## src/sv/fcct_pkg.sv

```systemverilog
// fcct_pkg: shared types, codes and constants of the four-channel counter/timer
// no dependencies; used by the channel interfaces and the top level

package fcct_pkg;

  // default channel count and the most the payload can address
  localparam int NUM_CHANNELS_DEF = 4;
  localparam int MAX_CHANNELS     = 4;

  // event codes carried in the mode field
  typedef enum logic [2:0] {
    MODE_WRITE      = 3'd0,
    MODE_READ       = 3'd1,
    MODE_TICK       = 3'd2,
    MODE_EDGE       = 3'd3,
    MODE_ACK        = 3'd4,
    MODE_RETURN     = 3'd5,
    MODE_SET_ENABLE = 3'd6
  } mode_t;

  // control word bit positions
  localparam int CW_INT_EN  = 7;
  localparam int CW_COUNTER = 6;
  localparam int CW_PRE256  = 5;
  localparam int CW_RISE    = 4;
  localparam int CW_TRIGGER = 3;
  localparam int CW_TC_NEXT = 2;
  localparam int CW_RESET   = 1;
  localparam int CW_IS_CTRL = 0;

  localparam logic [7:0] VECTOR_MASK   = 8'hF8;
  localparam logic [7:0] NO_VECTOR     = 8'hFF;
  localparam logic [8:0] RELOAD_FULL   = 9'd256;
  localparam logic [8:0] PRESCALE_256  = 9'd256;
  localparam logic [8:0] PRESCALE_16   = 9'd16;

  typedef struct packed {
    logic [2:0] mode;
    logic [1:0] channel;
    logic [7:0] data_byte;
    logic       rise_dir;
    logic       upstream_level;
  } in_item_t;

  typedef struct packed {
    logic [7:0] read_data;
    logic [3:0] zcto_pulses;
    logic       int_request;
    logic       enable_out;
  } out_item_t;

  // per-channel state
  typedef struct packed {
    logic [7:0] control_word;
    logic [7:0] time_constant;
    logic [8:0] down_count;
    logic [7:0] prescale_count;
    logic       running;
    logic       await_tc;
    logic       irq_pending;
    logic       pulse_active;
    logic       in_service;
    logic       chain_enable;
  } chan_t;

  // power-up state of one channel: everything clear, chain enable set
  localparam chan_t CHAN_RESET = '{
    control_word:   8'd0,
    time_constant:  8'd0,
    down_count:     9'd0,
    prescale_count: 8'd0,
    running:        1'b0,
    await_tc:       1'b0,
    irq_pending:    1'b0,
    pulse_active:   1'b0,
    in_service:     1'b0,
    chain_enable:   1'b1
  };

endpackage

```

## src/sv/fcct_if.sv

```systemverilog
// fcct_if: valid/ready channel interfaces for input events and results
// depends on fcct_pkg for the payload types

interface fcct_in_if;
  logic               valid;
  logic               ready;
  fcct_pkg::in_item_t payload;

  modport source (output valid, output payload, input ready);
  modport sink   (input valid, input payload, output ready);
endinterface

interface fcct_out_if;
  logic                valid;
  logic                ready;
  fcct_pkg::out_item_t payload;

  modport source (output valid, output payload, input ready);
  modport sink   (input valid, input payload, output ready);
endinterface

```

## src/sv/four_channel_counter_timer.sv

```systemverilog
// four_channel_counter_timer: counter/timer with daisy-chained vectored interrupts
// depends on fcct_pkg and the channel interfaces in fcct_if.sv
//
//  channel | direction | handshake          | payload
//  in_if   | sink      | valid/ready        | mode, channel, data_byte, rise_dir,
//          |           |                    | upstream_level
//  out_if  | source    | valid/ready        | read_data, zcto_pulses, int_request,
//          |           |                    | enable_out
//
// one transaction per clock sustained while out_if.ready stays high; each event is
// held in the input register, is applied to the channel state by one pass of logic
// and lands in the result register
// synchronous active-low reset puts every channel in its power-up state (stopped,
// counters clear, chain enables and upstream enable set) and empties both registers
// a stalled result holds in the output register; the input register then holds one
// more event, and only after that does in_if.ready drop

module four_channel_counter_timer #(
  parameter int NUM_CHANNELS = fcct_pkg::NUM_CHANNELS_DEF
) (
  input  logic              clk,
  input  logic              rst_n,
  fcct_in_if.sink           in_if,
  fcct_out_if.source        out_if
);

  // input register
  logic               s1_valid_r;
  fcct_pkg::in_item_t s1_item_r;

  // result register
  logic                out_valid_r;
  fcct_pkg::out_item_t out_item_r;
  fcct_pkg::out_item_t out_item_nxt;

  // block state
  fcct_pkg::chan_t chan_r   [NUM_CHANNELS];
  fcct_pkg::chan_t chan_nxt [NUM_CHANNELS];
  logic [7:0]      vector_base_r, vector_base_nxt;
  logic            upstream_r, upstream_nxt;

  // event in the input register moves on when the result slot is free
  logic advance;
  assign advance     = s1_valid_r && (!out_valid_r || out_if.ready);
  assign in_if.ready = !s1_valid_r || advance;

  assign out_if.valid   = out_valid_r;
  assign out_if.payload = out_item_r;

  // reload value: a time constant of zero means 256
  function automatic logic [8:0] reload_of(input logic [7:0] tc);
    return (tc == 8'd0) ? fcct_pkg::RELOAD_FULL : {1'b0, tc};
  endfunction

  // one decrement; reaching zero reloads, pulses and may raise an interrupt
  function automatic fcct_pkg::chan_t count_down(input fcct_pkg::chan_t ch);
    fcct_pkg::chan_t res;
    res = ch;
    if (ch.down_count <= 9'd1) begin
      res.down_count   = reload_of(ch.time_constant);
      res.pulse_active = 1'b1;
      if (ch.control_word[fcct_pkg::CW_INT_EN]) res.irq_pending = 1'b1;
      // one-shot: trigger-started timer stops after it fires
      if (ch.control_word[fcct_pkg::CW_TRIGGER]) res.running = 1'b0;
    end else begin
      res.down_count = ch.down_count - 9'd1;
    end
    return res;
  endfunction

  always_comb begin
    fcct_pkg::chan_t cur;
    logic            ch_ok;
    logic            sel;
    logic            found;
    logic            chain_en;
    logic [8:0]      ps_next;
    logic [8:0]      ps_limit;
    logic [7:0]      rd;
    logic            pending_any;
    logic            serviceable;
    logic [3:0]      pulses;

    for (int c = 0; c < NUM_CHANNELS; c++) chan_nxt[c] = chan_r[c];
    vector_base_nxt = vector_base_r;
    upstream_nxt    = upstream_r;
    cur             = '0;
    sel             = 1'b0;
    ps_next         = 9'd0;
    ps_limit        = 9'd0;
    rd              = 8'd0;
    found           = 1'b0;
    chain_en        = s1_item_r.upstream_level;
    ch_ok = {1'b0, s1_item_r.channel} < 3'(NUM_CHANNELS);

    if (advance) begin
      case (s1_item_r.mode)
        fcct_pkg::MODE_WRITE: begin
          for (int c = 0; c < NUM_CHANNELS; c++) begin
            cur = chan_r[c];
            sel = ch_ok && (s1_item_r.channel == 2'(c));
            if (sel) begin
              if (cur.await_tc) begin
                // time constant byte, whatever its low bit
                cur.time_constant = s1_item_r.data_byte;
                cur.await_tc      = 1'b0;
                if (!cur.running) begin
                  cur.down_count     = reload_of(s1_item_r.data_byte);
                  cur.prescale_count = 8'd0;
                  if (cur.control_word[fcct_pkg::CW_COUNTER] ||
                      !cur.control_word[fcct_pkg::CW_TRIGGER]) cur.running = 1'b1;
                end
              end else if (!s1_item_r.data_byte[fcct_pkg::CW_IS_CTRL]) begin
                // vector base, taken on channel 0 only
                if (c == 0) vector_base_nxt = s1_item_r.data_byte & fcct_pkg::VECTOR_MASK;
              end else begin
                cur.control_word = s1_item_r.data_byte;
                cur.await_tc     = s1_item_r.data_byte[fcct_pkg::CW_TC_NEXT];
                if (s1_item_r.data_byte[fcct_pkg::CW_RESET]) begin
                  // software reset keeps in-service and the time constant
                  cur.running        = 1'b0;
                  cur.down_count     = 9'd0;
                  cur.prescale_count = 8'd0;
                  cur.irq_pending    = 1'b0;
                  cur.pulse_active   = 1'b0;
                end
              end
            end
            chan_nxt[c] = cur;
          end
        end
        fcct_pkg::MODE_READ: begin
          for (int c = 0; c < NUM_CHANNELS; c++) begin
            if (ch_ok && (s1_item_r.channel == 2'(c))) rd = chan_r[c].down_count[7:0];
          end
        end
        fcct_pkg::MODE_TICK: begin
          for (int c = 0; c < NUM_CHANNELS; c++) begin
            cur = chan_r[c];
            cur.pulse_active = 1'b0;
            if (cur.running && !cur.control_word[fcct_pkg::CW_COUNTER]) begin
              ps_limit = cur.control_word[fcct_pkg::CW_PRE256] ?
                         fcct_pkg::PRESCALE_256 : fcct_pkg::PRESCALE_16;
              ps_next  = {1'b0, cur.prescale_count} + 9'd1;
              if (ps_next >= ps_limit) begin
                cur.prescale_count = 8'd0;
                cur = count_down(cur);
              end else begin
                cur.prescale_count = ps_next[7:0];
              end
            end
            chan_nxt[c] = cur;
          end
        end
        fcct_pkg::MODE_EDGE: begin
          for (int c = 0; c < NUM_CHANNELS; c++) begin
            cur = chan_r[c];
            sel = ch_ok && (s1_item_r.channel == 2'(c)) &&
                  (s1_item_r.rise_dir == cur.control_word[fcct_pkg::CW_RISE]);
            if (sel) begin
              if (cur.control_word[fcct_pkg::CW_COUNTER]) begin
                if (cur.running) cur = count_down(cur);
              end else if (cur.control_word[fcct_pkg::CW_TRIGGER]) begin
                // trigger start of a stopped, armed timer
                if (!cur.running && !cur.await_tc && (cur.time_constant != 8'd0)) begin
                  cur.running        = 1'b1;
                  cur.prescale_count = 8'd0;
                end
              end
            end
            chan_nxt[c] = cur;
          end
        end
        fcct_pkg::MODE_ACK: begin
          // highest-priority serviceable channel, channel 0 first
          rd = fcct_pkg::NO_VECTOR;
          for (int c = 0; c < NUM_CHANNELS; c++) begin
            if (!found && chan_r[c].irq_pending && chan_r[c].chain_enable &&
                !chan_r[c].in_service) begin
              found                   = 1'b1;
              chan_nxt[c].irq_pending = 1'b0;
              chan_nxt[c].in_service  = 1'b1;
              rd = vector_base_r | {5'd0, 2'(c), 1'b0};
            end
          end
        end
        fcct_pkg::MODE_RETURN: begin
          for (int c = 0; c < NUM_CHANNELS; c++) begin
            if (!found && chan_r[c].chain_enable && chan_r[c].in_service) begin
              found                  = 1'b1;
              chan_nxt[c].in_service = 1'b0;
            end
          end
        end
        fcct_pkg::MODE_SET_ENABLE: begin
          // latch the daisy chain: a busy channel blocks those below it
          upstream_nxt = s1_item_r.upstream_level;
          for (int c = 0; c < NUM_CHANNELS; c++) begin
            chan_nxt[c].chain_enable = chain_en;
            if (chain_en && (chan_r[c].irq_pending || chan_r[c].in_service))
              chain_en = 1'b0;
          end
        end
        default: begin
        end
      endcase
    end

    // status after the event
    pulses      = 4'd0;
    pending_any = 1'b0;
    serviceable = 1'b0;
    for (int c = 0; c < NUM_CHANNELS; c++) begin
      pulses[c] = chan_nxt[c].pulse_active;
      if (chan_nxt[c].irq_pending) pending_any = 1'b1;
      if (chan_nxt[c].irq_pending && chan_nxt[c].chain_enable && !chan_nxt[c].in_service)
        serviceable = 1'b1;
    end
    out_item_nxt.read_data   = rd;
    out_item_nxt.zcto_pulses = pulses;
    out_item_nxt.int_request = upstream_nxt && serviceable;
    out_item_nxt.enable_out  = upstream_nxt && !pending_any;
  end

  // handshake registers
  always_ff @(posedge clk) begin
    if (!rst_n) begin
      s1_valid_r  <= 1'b0;
      out_valid_r <= 1'b0;
    end else begin
      if (in_if.ready) s1_valid_r <= in_if.valid;
      if (advance) out_valid_r <= 1'b1;
      else if (out_if.ready) out_valid_r <= 1'b0;
    end
  end

  // payload registers
  always_ff @(posedge clk) begin
    if (in_if.ready && in_if.valid) s1_item_r <= in_if.payload;
    if (advance) out_item_r <= out_item_nxt;
  end

  // channel and chain state
  always_ff @(posedge clk) begin
    if (!rst_n) begin
      for (int c = 0; c < NUM_CHANNELS; c++) chan_r[c] <= fcct_pkg::CHAN_RESET;
      vector_base_r <= 8'd0;
      upstream_r    <= 1'b1;
    end else begin
      for (int c = 0; c < NUM_CHANNELS; c++) chan_r[c] <= chan_nxt[c];
      vector_base_r <= vector_base_nxt;
      upstream_r    <= upstream_nxt;
    end
  end

endmodule
```

## src/flat_wrapper.sv

```systemverilog
// flat-port wrapper written by rule: the top's interface ports become plain ports
module four_channel_counter_timer_flat 
#(
  parameter int NUM_CHANNELS = fcct_pkg::NUM_CHANNELS_DEF
)
  (clk, rst_n, in_if_valid, in_if_payload, in_if_ready, out_if_valid, out_if_payload, out_if_ready);
  fcct_in_if in_if_i ();
  fcct_out_if out_if_i ();
  input  logic clk;
  input  logic rst_n;
  input wire logic [$bits(in_if_i.valid)-1:0] in_if_valid;
  input wire logic [$bits(in_if_i.payload)-1:0] in_if_payload;
  output wire logic [$bits(in_if_i.ready)-1:0] in_if_ready;
  output wire logic [$bits(out_if_i.valid)-1:0] out_if_valid;
  output wire logic [$bits(out_if_i.payload)-1:0] out_if_payload;
  input wire logic [$bits(out_if_i.ready)-1:0] out_if_ready;
  assign in_if_i.valid = in_if_valid;
  assign in_if_i.payload = in_if_payload;
  assign in_if_ready = in_if_i.ready;
  assign out_if_valid = out_if_i.valid;
  assign out_if_payload = out_if_i.payload;
  assign out_if_i.ready = out_if_ready;
  four_channel_counter_timer #(.NUM_CHANNELS(NUM_CHANNELS)) u_core (.clk(clk), .rst_n(rst_n), .in_if(in_if_i), .out_if(out_if_i));
endmodule
```

## config.mk

```make
export PLATFORM = sky130hd
export DESIGN_NAME = four_channel_counter_timer_flat
export DESIGN_NICKNAME = d
export VERILOG_FILES = /design/src/sv/fcct_pkg.sv /design/src/sv/fcct_if.sv /design/src/sv/four_channel_counter_timer.sv /design/src/flat_wrapper.sv
export SDC_FILE = /design/constraint.sdc
export NUM_CORES = 1
export LEC_CHECK = 0
export BUFFER_PORTS_ARGS = -buffer_cell sky130_fd_sc_hd__buf_2
export CAP_MARGIN = 20
export CELL_PAD_IN_SITES_DETAIL_PLACEMENT = 1
export CELL_PAD_IN_SITES_GLOBAL_PLACEMENT = 1
export CORE_MARGIN = 1.5
export CORE_UTILIZATION = 30
export DETAILED_ROUTE_END_ITERATION = 8
export GPL_TIMING_DRIVEN = 0
export PLACE_DENSITY = 0.66
export SYNTH_ARGS = -nofsm -noshare
export SYNTH_HDL_FRONTEND = slang
export SYNTH_SLANG_ARGS = --single-unit
```

## constraint.sdc

```tcl
create_clock -name clk -period 8.1 [get_ports clk]
set_clock_uncertainty 0.05 [all_clocks]
set_input_delay 0.81 -clock clk [delete_from_list [all_inputs] [get_ports clk]]
set_output_delay 0.81 -clock clk [all_outputs]
set_load 0.01 [all_outputs]
```

==> reports/qor.log <==
INFO  finish         antenna_cells=0
INFO  run_status     result_of_the_run=finished clean
INFO  worst_setup_path timing.critical_path.from_type=register
INFO  pwr            p_int=0.00143W
INFO  pwr            power_switching_share=0.301
INFO  floorplan      die_w=193um
INFO  pwr            comb_power_share=0.129
INFO  floorplan      core-area=0.0356sqmm
INFO  synth          postSynthRegisterBits=181
INFO  finish         layout-area-overhead-vs-synth=12.3%
INFO  clocking       cts-root-buf=clkbuf_16
INFO  synth          synth.top_cells.by_count=nor2_1, dfxtp_1, nand2_1
INFO  placement      finalWeightedCongestion=0.967
INFO  drt            drt_pre_antenna_iters=6
INFO  finish         utilization_of_the_core_after_routing=0.342
INFO  timing         final.hold.worst_slack=0.453ns
INFO  synth          synthDistinctLibCells=82
INFO  placement      hpwlAfterDp=30900um
INFO  synth          synth_flop_cell=dfxtp_1
INFO  hold_path      hold_path_startpoint=u_core.chan_r[2][36]
INFO  worst_setup_path path_max_fanout=6
INFO  drt            vias=10702
INFO  worst_setup_path worst_setup_path_type=reg2reg
INFO  pwr            overall_power=0.00205W
INFO  pwr            power_frac_seq=0.464
INFO  placement      numPortBuffers=33
INFO  drt            drt-initial-drc-count=780
INFO  global_route   antenna_violations_before_repair=0
INFO  worst_setup_path cp-startpoint=u_core.chan_r[1][6]
INFO  synth          syn_inst_count=1343
INFO  clocking       numCtsBuffers=17
INFO  synth          seq_area_frac_synth=0.361
INFO  finish         instances_no_fill=1871
INFO  finish         design.final.nets=1440
INFO  global_route   grt_remaining_overflow=0
INFO  floorplan      placementRows=69
INFO  synth          postSynthNetCount=1386
INFO  pwr            pwr-share-clk=0.407
INFO  global_route   grt_pass1_vias=10399
INFO  worst_setup_path critPathMaxStageDelay=0.56ns
INFO  timing         period_minus_slack=3.60ns
INFO  synth          synth_top_area_share=0.281
INFO  synth          synth_top_area_cell=dfxtp_1
INFO  synth          synth-async-reset-ratio=0
INFO  clocking       clk_pin_slew=0.07ns
INFO  pwr            maximum_resistive_drop_on_vdd=0.000127V
INFO  global_route   grt_max_degree=18
INFO  clocking       cts_max_level=4
INFO  timing         grt_setup_unrepaired=false
INFO  floorplan      initial_utilization=0.305
INFO  synth          post_synth.cell_area_avg=8.07squm
INFO  worst_setup_path timing.critical_path.buf_inv=0
INFO  worst_setup_path path_cells=ha_1 > and3_1 > xnor2_1 > ha_1 > nand2_1 > nor2_1 > a2111oi_0 > a31oi_1 > o21ai_0 > a211oi_1 > a2111o_1
INFO  floorplan      die_height=193um
INFO  clocking       count_of_clock_tree_sinks=181
INFO  timing         worst_slew_margin_rel=0.354
INFO  worst_setup_path cpMostUsedCell=ha_1
INFO  clocking       clk_latency=0.46ns
INFO  clocking       postCtsSetupRepairBufs=0
INFO  pwr            power_switching=0.000617W
INFO  clocking       tritoncts=yes
INFO  finish         fillers=4287
INFO  hold_path      hp-class=reg2reg
INFO  global_route   wire_length_of_the_first_global_routing_pass=62500um
INFO  worst_setup_path critical_path_arrival=3.74ns
INFO  floorplan      die_area=0.0373sqmm
INFO  worst_setup_path worst-endpoint-required=8.24ns
INFO  drt            post-route-drc-count=0
INFO  flow_run       timing.max_cap.violations=0
INFO  pwr            power_leakage=4.26nW
INFO  global_route   globalRouteTotalUtil=0.223
INFO  clocking       postCtsResizedCells=0
INFO  synth          area_of_the_mapped_netlist=0.0108sqmm
INFO  worst_setup_path slowest_cell_on_crit_path=a2111oi_0
INFO  worst_setup_path critical_path.reg2reg.startpoint=u_core.chan_r[1][6]
INFO  synth          library_cell_with_the_highest_instance_count_after_synthesis=nor2_1
INFO  timing         final-max-slew-violation-count=0
INFO  clocking       ctsLongestPathBuffers=2
INFO  synth          netlist_top_cells_area=dfxtp_1, edfxtp_1, nor2_1, a21oi_1, a211oi_1
INFO  timing         tightestPinTransition=0.969ns
INFO  synth          synthesis.yosys.warnings=0
INFO  drt            wl=40800um
INFO  synth          synth_edf_count=29
INFO  finish         final_layout_size_suffix_gt1_frac=0.0943
INFO  timing         hold_viol_final=0
INFO  worst_setup_path critPathTopFamily=compound AO/OA/AOI/OAI gates
INFO  worst_setup_path timing.critical_path.to_type=register
INFO  timing         totalNegativeSetupSlack=0ns
INFO  drt            avgViaCountPerCell=5.72
INFO  timing         finalSetupViolCount=0
INFO  drt            ant_nets=0
INFO  floorplan      ioPinCount=35
INFO  placement      placedCellCount=1838
INFO  clocking       cts-hold-fix-buffers=0
INFO  pwr            power-per-cell-area=169mW/mm^2
INFO  timing         max_clock_freq=278MHz
INFO  drt            route.detailed.wl_per_inst=21.8um
INFO  timing         timing.final.crit_share=0.445
## metal layers
layer | track usage | up-vias | wire (um)
met1 | 0.297 | 5284 | 18400
met3 | 0.0302 | 58 | 2180
li1 | - | 5032 | -
met5 | 0 | - | 0
met2 | 0.370 | 328 | 19200
met4 | 0.0743 | 0 | 977
## registers in the layout, summed over array words and instances (netlist names)
| register | flops |
|---|---|
| u_core.chan_r | 144 |
| u_core.s1_item_r | 15 |
| u_core.out_if.payload | 14 |
| u_core.vector_base_r | 5 |
| u_core.out_if.valid | 1 |
| u_core.s1_valid_r | 1 |
| u_core.upstream_r | 1 |
## per-stage QoR
stage | instance area (sq um) | setup slack [ns]
5_1_grt | 12200 | 4.13
3_5_place_dp | 11600 | 4.34
4_1_cts | 12200 | 4.53
3_3_place_gp | 11600 | 4.38
6_report | 12200 | 4.50
2_1_floorplan | 10800 | 5.22
## area by class of cell
class / count / area [sq um] / share of cell area
Multi-Input combinational cell: 1048 / 6450 / 0.531
Sequential cell: 181 / 3910 / 0.322
Tap cell: 461 / 577 / 0.0474
Clock buffer: 20 / 467 / 0.0384
Buffer: 81 / 344 / 0.0283
Timing Repair Buffer: 35 / 176 / 0.0145
Inverter: 33 / 124 / 0.0102
Clock inverter: 12 / 108 / 0.00885
## cell usage in the layout, fill, tap and decap left out, types with 15 or more instances in the layout
master,instances
a211oi_1,57
a21oi_1,101
and2_1,26
buf_2,53
clkbuf_1,54
clkbuf_16,17
dfxtp_1,152
edfxtp_1,29
ha_1,24
inv_1,31
mux2i_1,30
nand2_1,105
nand2b_1,16
nand3_1,48
nand3b_1,16
nor2_1,214
nor2b_1,25
nor3_1,36
nor4_1,25
o21ai_0,58
or4_1,15
xnor2_1,18
xor2_1,18
## power groups by stage
| stage | combinational (W) | clock (W) | sequential [W] |
|---|---|---|---|
| floorplan | 0.000167 | 0 | 0.000963 |
| global placement | 0.000258 | 0 | 0.000971 |
| detailed placement | 0.000261 | 0 | 0.000972 |
| CTS | 0.000262 | 0.000850 | 0.000951 |
| global route | 0.000286 | 0.000889 | 0.000953 |
| finish | 0.000265 | 0.000835 | 0.000952 |
## worst reg2reg max path, cell delays in order (launching register included)
cell and delay (ns):
dfxtp_1 0.41, ha_1 0.30, and3_1 0.28, xnor2_1 0.15, ha_1 0.25, nand2_1 0.09, nor2_1 0.05, a2111oi_0 0.56
a31oi_1 0.26, o21ai_0 0.49, a211oi_1 0.13, a2111o_1 0.32
## path summary, 6_finish.rpt
kind | end | slack, ns | cells after the start
worst max-delay path | u_core.out_if.payload[1] | 4.50 | 11
worst min-delay path | u_core.chan_r[2][36] | 0.45 | 2
worst max register to register | u_core.out_if.payload[1] | 4.50 | 11
worst min register to register | u_core.chan_r[2][36] | 0.45 | 2
## logic make-up after synthesis
group | count (synthesis) | share of synthesized area
adder cells (fa/ha/maj) | 24 | 0.0277
XOR/XNOR | 36 | 0.0291
multiplexers | 39 | 0.0454
AND/OR/NAND/NOR | 598 | 0.275
buffers and inverters | 114 | 0.0432
flip-flops | 181 | 0.361
AO/OA/AOI/OAI | 351 | 0.219
Note: power is estimated with default switching activity, not from simulation.
